<file path="src/design/qrm_pkg.sv">
`timescale 1ns / 1ps
package qrm_pkg;

  localparam int CW = 16;
  localparam int FRAC_W = CW - 1;
  localparam int PROD_W = 2 * CW;
  localparam int DEN_W = 2 * CW + 1;
  localparam int NUM_W = 2 * CW + 2;
  localparam int QW = CW + 1;
  localparam int NLANE = 9;
  localparam int QDEPTH = 2;
  localparam int QPTR_W = $clog2(QDEPTH);
  localparam int QCNT_W = $clog2(QDEPTH + 1);

  typedef struct packed {
    logic [NLANE-1:0][NUM_W-1:0] num;
    logic [DEN_W-1:0]            den;
  } qrm_item_t;

endpackage

</file>
<file path="src/design/qrm_queue.sv">
`timescale 1ns / 1ps
module qrm_queue (
  input  logic               clk,
  input  logic               rst,
  input  logic               push_valid,
  output logic               push_ready,
  input  qrm_pkg::qrm_item_t push_item,
  output logic               pop_valid,
  input  logic               pop_ready,
  output qrm_pkg::qrm_item_t pop_item
);
  import qrm_pkg::*;

  qrm_item_t entry [QDEPTH];
  logic [QPTR_W-1:0] wr_ptr;
  logic [QPTR_W-1:0] rd_ptr;
  logic [QCNT_W-1:0] cnt;
  logic push;
  logic pop;

  assign push_ready = cnt != QCNT_W'(QDEPTH);
  assign pop_valid = cnt != '0;
  assign pop_item = entry[rd_ptr];
  assign push = push_valid && push_ready;
  assign pop = pop_valid && pop_ready;

  always_ff @(posedge clk) begin
    if (rst) begin
      wr_ptr <= '0;
      rd_ptr <= '0;
      cnt <= '0;
    end else begin
      if (push) begin
        wr_ptr <= (wr_ptr == QPTR_W'(QDEPTH - 1)) ? '0 : wr_ptr + 1'b1;
      end
      if (pop) begin
        rd_ptr <= (rd_ptr == QPTR_W'(QDEPTH - 1)) ? '0 : rd_ptr + 1'b1;
      end
      if (push && !pop) begin
        cnt <= cnt + 1'b1;
      end else if (pop && !push) begin
        cnt <= cnt - 1'b1;
      end
    end
  end

  always_ff @(posedge clk) begin
    if (push) begin
      entry[wr_ptr] <= push_item;
    end
  end

endmodule

</file>
<file path="config.mk">
export PLATFORM = sky130hd
export DESIGN_NAME = qrm_queue
export DESIGN_NICKNAME = d
export VERILOG_FILES = /design/src/design/qrm_pkg.sv /design/src/design/qrm_queue.sv
export SDC_FILE = /design/constraint.sdc
export NUM_CORES = 1
export LEC_CHECK = 0
export ABC_AREA = 1
export BUFFER_PORTS_ARGS = -buffer_cell sky130_fd_sc_hd__buf_2
export CAP_MARGIN = 0
export CELL_PAD_IN_SITES_DETAIL_PLACEMENT = 1
export CELL_PAD_IN_SITES_GLOBAL_PLACEMENT = 2
export CORE_AREA = 3 3 263 265
export CTS_BUF_LIST = sky130_fd_sc_hd__clkbuf_2 sky130_fd_sc_hd__clkbuf_4 sky130_fd_sc_hd__clkbuf_8
export CTS_CLUSTER_SIZE = 28
export DETAILED_ROUTE_END_ITERATION = 8
export DIE_AREA = 0 0 266 268
export GPL_ROUTABILITY_DRIVEN = 0
export PLACE_DENSITY_LB_ADDON = 0.1
export SLEW_MARGIN = 20
export SYNTH_ARGS = -nofsm -noshare
export SYNTH_HDL_FRONTEND = slang
export SYNTH_SLANG_ARGS = --single-unit
</file>
<file path="constraint.sdc">
create_clock -name clk -period 38.9 [get_ports clk]
set_clock_uncertainty 0.2 [all_clocks]
set_input_delay 5.835 -clock clk [delete_from_list [all_inputs] [get_ports clk]]
set_output_delay 5.835 -clock clk [all_outputs]
set_load 0.05 [all_outputs]
</file>
### After elaboration in Yosys (flattened, before gate mapping)

Memory sizes are Yosys's and may differ from the RTL's. A register that Yosys moved wholly into a read port is not among the register bits.
Index checks and enable logic that the tools add are counted.

* reductions and logical operators: 8
* add/sub/neg operators: 4
* equality and inequality tests: 1
* muxes and demuxes: 8

Operators with widths (number)
* $mux 1: 6
* $logic_and 1x1->1: 4
* $mux 2: 2
* $reduce_bool 2->1: 2
* $add 1x1->1 const B: 2
* $add 2x1->2 const B: 1
* $logic_not 1->1: 2
* $ne 2x2->1 const B: 1
* $sub 2x1->2 const B: 1

* bits of input ports: 343
* logic and storage cells: 25
* memories: 1
* register bits: 4
* memory bits (writable): 678
* output and inout bits: 341

Memories
* entry: words 2, width 339, read ports 1, clocked after memory_dff 1, write ports 1, line qrm_queue.sv:14 `qrm_item_t entry [QDEPTH];`

### Depth between registers and ports, before layout

Gate-level depths: netlist of the first run.

* word-level depth: 6
* depth in mapped cells: 11
* mapped depth without buffers: 11

### Worst setup path before layout of the first run

No wires, ideal clock.

* path kind: input to register
* start: in push_valid
* end: mem entry[0][0] in the netlist's numbering (enable)
* setup time: 1.049 ns
* setup slack: 17.666 ns
* arrival: 19.985 ns
* path buffers: 0
* required time: 37.651 ns
* stages: 2
* cell sequence: nand2_1 nor2_1

* cells in the longest elaborated chain, start to end: 3

Ends and longest elaborated chain
* from (decl): line qrm_queue.sv:5 `input logic push_valid,`
* $logic_and 1x1->1: line qrm_queue.sv:24 `assign push = push_valid && push_ready;`
* $mux 1: line qrm_queue.sv:48 `if (push) begin`
* $mux 1 (not written as such): line qrm_queue.sv:49 `entry[wr_ptr] <= push_item;`
* to (decl): line qrm_queue.sv:14

No other way between the ends.

==> impl_metrics.ini, run 1 <==
[clock_tree]
clock-root-buffer = clkbuf_8
numCtsBuffers = 115
worstSkewPairLatency_ns = 0.70
cts.repair.resized = 0
cts_hold_buf = 0
cts_tree = built
cts_setup_buffers = 0
htree_levels = 3
cts.clk_slew.worst_paths_ns = 0.06
max-clock-path-buffers = 3
clock_sinks = 683

[run_status]
status = complete, no violations

[yosys]
synth_cell_type_count = 16
syn_inst = 1092
synthesis.nets = 1436
synth_area_leader_cell = edfxtp_1
synth_compound_area_frac = 0.000769
ys_warn_count = 0
synth_mux_area_frac = 0.190
netlist_area_um2 = 26000
synth_top_family_by_area = multiplexers
ys_seq_area_frac = 0.786
synth_xor_area_frac = 0
syn_avg_cell_area_um2 = 23.8
yosys-top-cells-area = edfxtp_1 (78%), mux2_4 (17%), mux2_2 (1.6%), buf_6 (1.0%), buf_8 (0.63%)
netlist.area_leader.share = 0.782
synth_fa_ha_area_frac = 0.000481
yosys.area_share.simple = 0.00293
ys_ff_latch = 683

[timing]
hold_violations = 0
timing.final.crit_share = 0.244
period_minus_slack_ns = 9.47
hold_slack_ns = 0.333
fmax_ghz = 0.106
maxSlewHeadroom = 0.281
rsz0062_at_grt = no
worst_slew_pin_slew_ns = 1.08
slew_violations = 0
tns_ns = 0
setup_viol = 0

[worst_setup_path]
worstPathArrival_ns = 3.44
criticalPathCategory = reg -> out
worstReg2RegStart = cnt[0]$_SDFFE_PP0P_
end_kind = primary output
required_ns = 32.86
rrSetupSlack_ns = 34.44
crit_path_start_kind = flip-flop
r2r-end = entry[0][152]$_DFFE_PP_
crit_fanout = 91
ff2ff_path_depth = 7

[detailed_routing]
routed_via_density = 4.62
wire_per_inst_um = 23.8
first_iter_violations = 774
drt-total-wl_um = 68000
dr.pass1.iters = 4
via_count = 13234
antenna_left = 0
drc_errors = 0

[min_path]
hold_path_class = reg -> reg
hold_path_startpoint = rd_ptr$_SDFFE_PP0P_
whs_path_depth = 2

[floorplanning]
die_x_um = 266
dieHeight_um = 268
boundaryPins = 684
row_count = 95
start_util = 0.388
die-area_um2 = 71300
core-area_um2 = 67000

[power_and_ir_drop]
peakVddDrop_uv = 40.8
power_w = 0.00241
power_density_nw_per_um2 = 74.0
p_leak_nw = 12.8

[global_routing]
track_usage = 0.182
gr-total-overflow = 0
grt_pass1_vias = 14306
antenna_found_initial = 39
grt_max_degree = 133
grt_pass1_wl_um = 93200

[finish]
nets = 2214
area_growth_pct = 25.0
drive_gt1_frac = 0.619

[job]
cap_violations = 0

[place]
dp_hpwl_um = 48300
portBuffers = 683
==> cell usage after synthesis <==
library cell	instances
inv_1	8
nor2_1	7
buf_6	23
nand2_1	9
dfxtp_1	5
mux2_4	303
nand4_1	1
buf_2	2
mux2_2	36
a21oi_1	2
buf_8	11
edfxtp_1	678
ha_1	1
buf_12	2
nand3_1	2
o21ai_0	2
==> flip-flops by register name, summed over array words and instances, names as in the netlist, named ones only <==
name,count
wr_ptr,1
rd_ptr,1
entry,678
cnt,2
==> critical path: stages (launching register included) <==
cell     delay (ns)
dfxtp_4        0.98
buf_12         0.41
buf_16         0.52
mux2_2         0.40
buf_2          0.22
==> through the flow <==
stage	instances	cell area [µm²]	setup WS, ns	util
6_report	2862	32500	29.43	0.485
5_1_grt	2856	32500	29.19	0.485
4_1_cts	2843	32500	29.35	0.484
3_5_place_dp	2625	30200	28.99	0.451
3_3_place_gp	2625	30200	29.02	0.451
2_1_floorplan	1092	26000	17.67	-
==> cell families after synthesis <==
| group | count (synthesis) |
|---|---|
| flops | 683 |
| compound gates | 4 |
| buf+inv | 46 |
| fa+ha+maj | 1 |
| simple gates | 19 |
| mux | 339 |
==> layout make-up <==
cell class / count / area, µm²
antenna: 18 / 45.0
clock buffer: 159 / 1930
clock inverter: 59 / 332
fill: 6433 / 34500
inverter: 8 / 30.0
multi-input combinational: 363 / 5080
sequential: 683 / 20500
tap: 873 / 1090
timing repair buffer: 699 / 3570
==> cells in the final DEF, fill, tap and decap left out, types with 4 or more instances in the layout <==
cell type	count
mux2_2	36
clkinv_2	13
clkbuf_4	42
nor2_1	5
buf_4	14
diode_2	18
clkbuf_8	117
dfxtp_1	4
inv_1	8
mux2_4	303
buf_2	683
nand2_1	9
edfxtp_1	678
clkinv_1	39
==> power breakdown <==
group	switching, W	total (W)	leakage, nW	internal, W
clock network	0.000282	0.000617	1.20	0.000334
logic	0.000585	0.000830	5.19	0.000245
registers	0.0000307	0.000963	6.36	0.000932
==> routing by layer <==
metal  vias up  GRT usage  part of all wire
li1       5968          -                 -
met1      6607      0.183              0.34
met2       477      0.328              0.53
met3       148     0.0853             0.094
met4        34     0.0671             0.027
met5         -          0            0.0032
==> worst max-delay path by stage <==
| stage | endpoint | slack (ns) | cells past startpoint |
|---|---|---|---|
| 3_5_place_dp | entry[0][207]$_DFFE_PP_ | 28.99 | 6 |
| 2_1_floorplan | entry[0][0]$_DFFE_PP_ | 17.67 | 2 |
| 5_1_grt | pop_item[0] | 29.19 | 4 |
| 3_3_place_gp | entry[0][123]$_DFFE_PP_ | 29.02 | 6 |
| 4_1_cts | pop_item[1] | 29.35 | 3 |
| 6_report | pop_item[0] | 29.43 | 4 |
(Power assumes the default switching activity.)
==> run 2: changes to the inputs <==
--- a/config.mk
+++ b/config.mk
@@ -10,11 +10,11 @@
 export CAP_MARGIN = 0
 export CELL_PAD_IN_SITES_DETAIL_PLACEMENT = 1
 export CELL_PAD_IN_SITES_GLOBAL_PLACEMENT = 2
-export CORE_AREA = 3 3 263 265
+export CORE_MARGIN = 3
+export CORE_UTILIZATION = 37
 export CTS_BUF_LIST = sky130_fd_sc_hd__clkbuf_2 sky130_fd_sc_hd__clkbuf_4 sky130_fd_sc_hd__clkbuf_8
 export CTS_CLUSTER_SIZE = 28
 export DETAILED_ROUTE_END_ITERATION = 8
-export DIE_AREA = 0 0 266 268
 export GPL_ROUTABILITY_DRIVEN = 0
 export PLACE_DENSITY_LB_ADDON = 0.1
 export SLEW_MARGIN = 20
==> constraint.sdc (replaced) <==
create_clock -name clk -period 8.4 [get_ports clk]
set_clock_uncertainty 0.2 [all_clocks]
set_input_delay 1.26 -clock clk [delete_from_list [all_inputs] [get_ports clk]]
set_output_delay 1.26 -clock clk [all_outputs]
set_load 0.05 [all_outputs]
==> impl_metrics.ini, run 2 (synthesis gave the netlist of run 1 again) <==
[run_status]
status = complete, no violations

[finish]
fillers = 6727
area_growth_pct = 25.0
final_util = 0.470
top_regs = entry: 678 flops, cnt: 2 flops
layout_commonest_cell = buf_2
nets = 2213
regMostFlops = entry
stdcell_area_um2 = 32500
drive_gt1_frac = 0.620
final_cell_mix = buf_2 (683), edfxtp_1 (678), mux2_4 (303), clkbuf_8 (117), clkbuf_4 (43)
largest_reg_flops = 678

[clock_tree]
cts_setup_buffers = 0
cts_tree = built
cts.repair.resized = 0
numCtsBuffers = 116
clock-root-buffer = clkbuf_8
max-clock-path-buffers = 3
cts.clk_slew.worst_paths_ns = 0.05
cts_hold_buf = 0
worstSkewPairLatency_ns = 0.70
htree_levels = 3
clock_sinks = 683

[worst_setup_path]
cpMaxStageDelayCell = dfxtp_4
criticalPathCategory = reg -> out
crit_fanout = 122
end_kind = primary output
worstPathArrival_ns = 3.15
slowest_delay_ns = 0.90
critPathBufInv = 2
required_ns = 6.94
crit_chain = buf_12 -> mux2_2 -> buf_2
cp_top_family = flip-flops
crit_path_start_kind = flip-flop

[global_routing]
met2_usage = 0.313
antenna_found_initial = 37
grtUsageMet1 = 0.183
grt_pass1_vias = 14294
grt_use_met3 = 0.0810
grt_max_degree = 145
track_usage = 0.178
grt_pass1_wl_um = 95300
gr-total-overflow = 0
grt-busiest-layer = met2

[timing]
worst_slew_pin_slew_ns = 1.06
setup_ws_ns = 3.79
timing.final.crit_share = 0.548
setup_viol = 0
rsz0062_at_grt = no
fmax_ghz = 0.217
maxSlewHeadroom = 0.293
hold_violations = 0
slew_violations = 0
tns_ns = 0
period_minus_slack_ns = 4.61

[floorplanning]
core-area_um2 = 69200
die_x_um = 271
die-area_um2 = 73600
dieHeight_um = 271
boundaryPins = 684
start_util = 0.376
row_count = 96

[detailed_routing]
dr.pass1.iters = 4
drc_errors = 0
via_count = 13233
first_iter_violations = 651
antenna_left = 0
drt-total-wl_um = 68000
wire_per_inst_um = 23.4
routed_via_density = 4.55

[power_and_ir_drop]
power_density_nw_per_um2 = 340
p_leak_nw = 12.7
power_w = 0.0111
peakVddDrop_uv = 258

[job]
cap_violations = 0

[place]
place_area_um2 = 30300
portBuffers = 683
place_ws_ns = 4.37
dp_hpwl_um = 47100

[min_path]
hold_path_class = reg -> reg
-- run 2: cell count changes in the layout (fill, tap and decap cells not counted), sizes merged --
cell      delta
clkbuf       +1
clkinvlp     +1
diode        +4
bufinv       -2
buf          -2
clkinv      -16
-- run 2: worst register-to-register path: cells and delay by family, from the launching register on --
kind	cells	cell delay, ns
simple gates	3	0.42
buf+inv	4	1.35
flops	1	0.32
-- run 2: cell type report --
type,instances,area [µm²],area share
Sequential cell,683,20500,0.629
Multi-Input combinational cell,363,5080,0.156
Timing Repair Buffer,697,3610,0.111
Clock buffer,160,1930,0.0594
Tap cell,931,1160,0.0358
Clock inverter,42,204,0.00627
Antenna cell,22,55.1,0.00169
Inverter,8,30.0,0.000923
-- run 2: layer usage --
metal	up-vias	wire length, µm
li1	5956	-
met1	6628	23700
met2	459	35600
met3	164	6040
met4	26	2430
met5	-	161
-- run 2: path summary, 6_finish.rpt --
| path | to | start | slack (ns) | cells past startpoint |
|---|---|---|---|---|
| setup / recovery | pop_item[326] | flip-flop | 3.79 | 3 |
| hold reg to reg | flip-flop | rd_ptr$_SDFFE_PP0P_ | 0.31 | 2 |
| setup reg to reg | entry[1][35]$_DFFE_PP_ | cnt[0]$_SDFFE_PP0P_ | 5.45 | 7 |
| hold / removal | flip-flop | rd_ptr$_SDFFE_PP0P_ | 0.31 | 2 |
-- run 2: stage by stage --
step                      cells  hold WS, ns
after floorplan            1092        0.265
after global placement     2680        0.279
after detailed placement   2680        0.305
after CTS                  2882        0.315
after global routing       2897        0.346
final                      2906        0.307
-- run 2: report_power, final --
part	internal, W	switching, W
clock network	0.00148	0.00129
logic	0.00115	0.00271
registers	0.00432	0.000137
total	0.00694	0.00414
==> run 3: changes to the inputs <==
==> constraint.sdc (replaced) <==
create_clock -name clk -period 3.9 [get_ports clk]
set_clock_uncertainty 0.2 [all_clocks]
set_input_delay 0.585 -clock clk [delete_from_list [all_inputs] [get_ports clk]]
set_output_delay 0.585 -clock clk [all_outputs]
set_load 0.05 [all_outputs]
==> impl_metrics.ini, run 3 (synthesis gave the netlist of run 1 again) <==
[timing]
setup_ws_ns = 0.659
worst_slew_pin_slew_ns = 1.07
timing.final.crit_share = 0.831
maxSlewHeadroom = 0.289
slew_violations = 0
period_minus_slack_ns = 3.24
fmax_ghz = 0.309
rsz0062_at_grt = no
setup_viol = 0
hold_violations = 0

[floorplanning]
core-area_um2 = 69200
boundaryPins = 684
die-area_um2 = 73600
dieHeight_um = 271
row_count = 96
start_util = 0.376
die_x_um = 271

[finish]
regMostFlops = entry
area_growth_pct = 38.6
layout_commonest_cell = buf_2
fillers = 6663
regArea_um2 = 20500
drive_gt1_frac = 0.530
stdcell_area_um2 = 36100
largest_reg_flops = 678
final-instance-count-excl-fill = 3243
top_regs = entry: 678 flops, cnt: 2 flops
final_cell_mix = buf_2 (683), edfxtp_1 (678), dlygate4sd3_1 (341), mux2_4 (303), clkbuf_8 (116)
multi_input_area_um2 = 5110
nets = 2556

[detailed_routing]
drt-total-wl_um = 70600
dr.pass1.iters = 4
antenna_left = 0
first_iter_violations = 959
via_count = 14587
drc_errors = 0
routed_via_density = 4.50
wire_per_inst_um = 21.8

[worst_setup_path]
crit_path_start_kind = flip-flop
required_ns = 3.12
end_kind = primary output
crit_fanout = 75
worstPathArrival_ns = 2.46
criticalPathCategory = reg -> out

[global_routing]
gr-total-overflow = 0
antenna_found_initial = 17
track_usage = 0.187
grt_pass1_vias = 16217
grt_pass1_wl_um = 102000
grt_max_degree = 153

[power_and_ir_drop]
power_frac_comb = 0.358
pwr-share-seq = 0.395
clkPwrFrac = 0.247
intPower_w = 0.0152
p_sw_frac = 0.373
power_density_nw_per_um2 = 673
power_switching_w = 0.00905
peakVddDrop_uv = 420
p_leak_nw = 14.2

[job]
cap_violations = 0

[clock_tree]
numCtsBuffers = 114
clock-root-buffer = clkbuf_8
htree_levels = 3
cts.clk_slew.worst_paths_ns = 0.05
cts.repair.resized = 0
cts_tree = built
cts_setup_buffers = 0
cts_hold_buf = 341
worstSkewPairLatency_ns = 0.69
clock_sinks = 683
max-clock-path-buffers = 3

[place]
portBuffers = 683
numPlacedInstances = 2686
place_ws_ns = 1.33
dp_hpwl_um = 48800
place_area_um2 = 30500

[min_path]
hold_path_class = in -> reg

[run_status]
status = complete, no violations
-- run 3: path summary, 6_finish.rpt --
check,from,cells past startpoint,end,slack (ns)
worst max-delay path,flip-flop,3,pop_item[200],0.66
worst min-delay path,push_valid,4,wr_ptr$_SDFFE_PP0P_,0.1
worst max register to register,cnt[0]$_SDFFE_PP0P_,5,entry[0][33]$_DFFE_PP_,1.64
worst min register to register,rd_ptr$_SDFFE_PP0P_,2,rd_ptr$_SDFFE_PP0P_,0.33
-- run 3: power by group through the flow --
stage | combinational, W | sequential, W | clock, W
2_1_floorplan | 0.00671 | 0.00979 | 0
6_report | 0.00869 | 0.00957 | 0.00600
4_1_cts | 0.00880 | 0.00959 | 0.00625
3_3_place_gp | 0.00846 | 0.00969 | 0
3_5_place_dp | 0.00848 | 0.00974 | 0
5_1_grt | 0.00904 | 0.00966 | 0.00655
-- run 3: worst max-delay path, stage by stage, from the launching register on --
cell and delay [ns]:
dfxtp_4 0.61, buf_12 0.49, mux2_4 0.36, buf_2 0.22
-- run 3: cell type report --
type                       instances  area share
sequential                       683       0.567
timing repair buffer            1042       0.197
multi-input combinational        363       0.142
clock buffer                     156      0.0526
tap                              931      0.0323
clock inverter                    51     0.00767
inverter                           8    0.000833
antenna                            9    0.000624
-- run 3: metrics by stage --
stage	util	TNS (ns)	power [W]	hold WS, ns
after global placement	0.440	0	0.0182	0.281
after CTS	0.521	0	0.0246	0.0102
after detailed placement	0.440	0	0.0182	0.304
after floorplan	-	-1594.01	0.0165	0.265
after global routing	0.521	0	0.0253	0.0612
final	0.521	0	0.0243	0.0999
-- run 3: metal layers --
| metal | vias to the layer above | share of wire | global-route usage |
|---|---|---|---|
| met1 | 7316 | 0.35 | 0.200 |
| met3 | 140 | 0.083 | 0.0644 |
| met5 | - | 0.0014 | 0 |
| li1 | 6619 | - | - |
| met4 | 18 | 0.030 | 0.0652 |
| met2 | 494 | 0.54 | 0.341 |
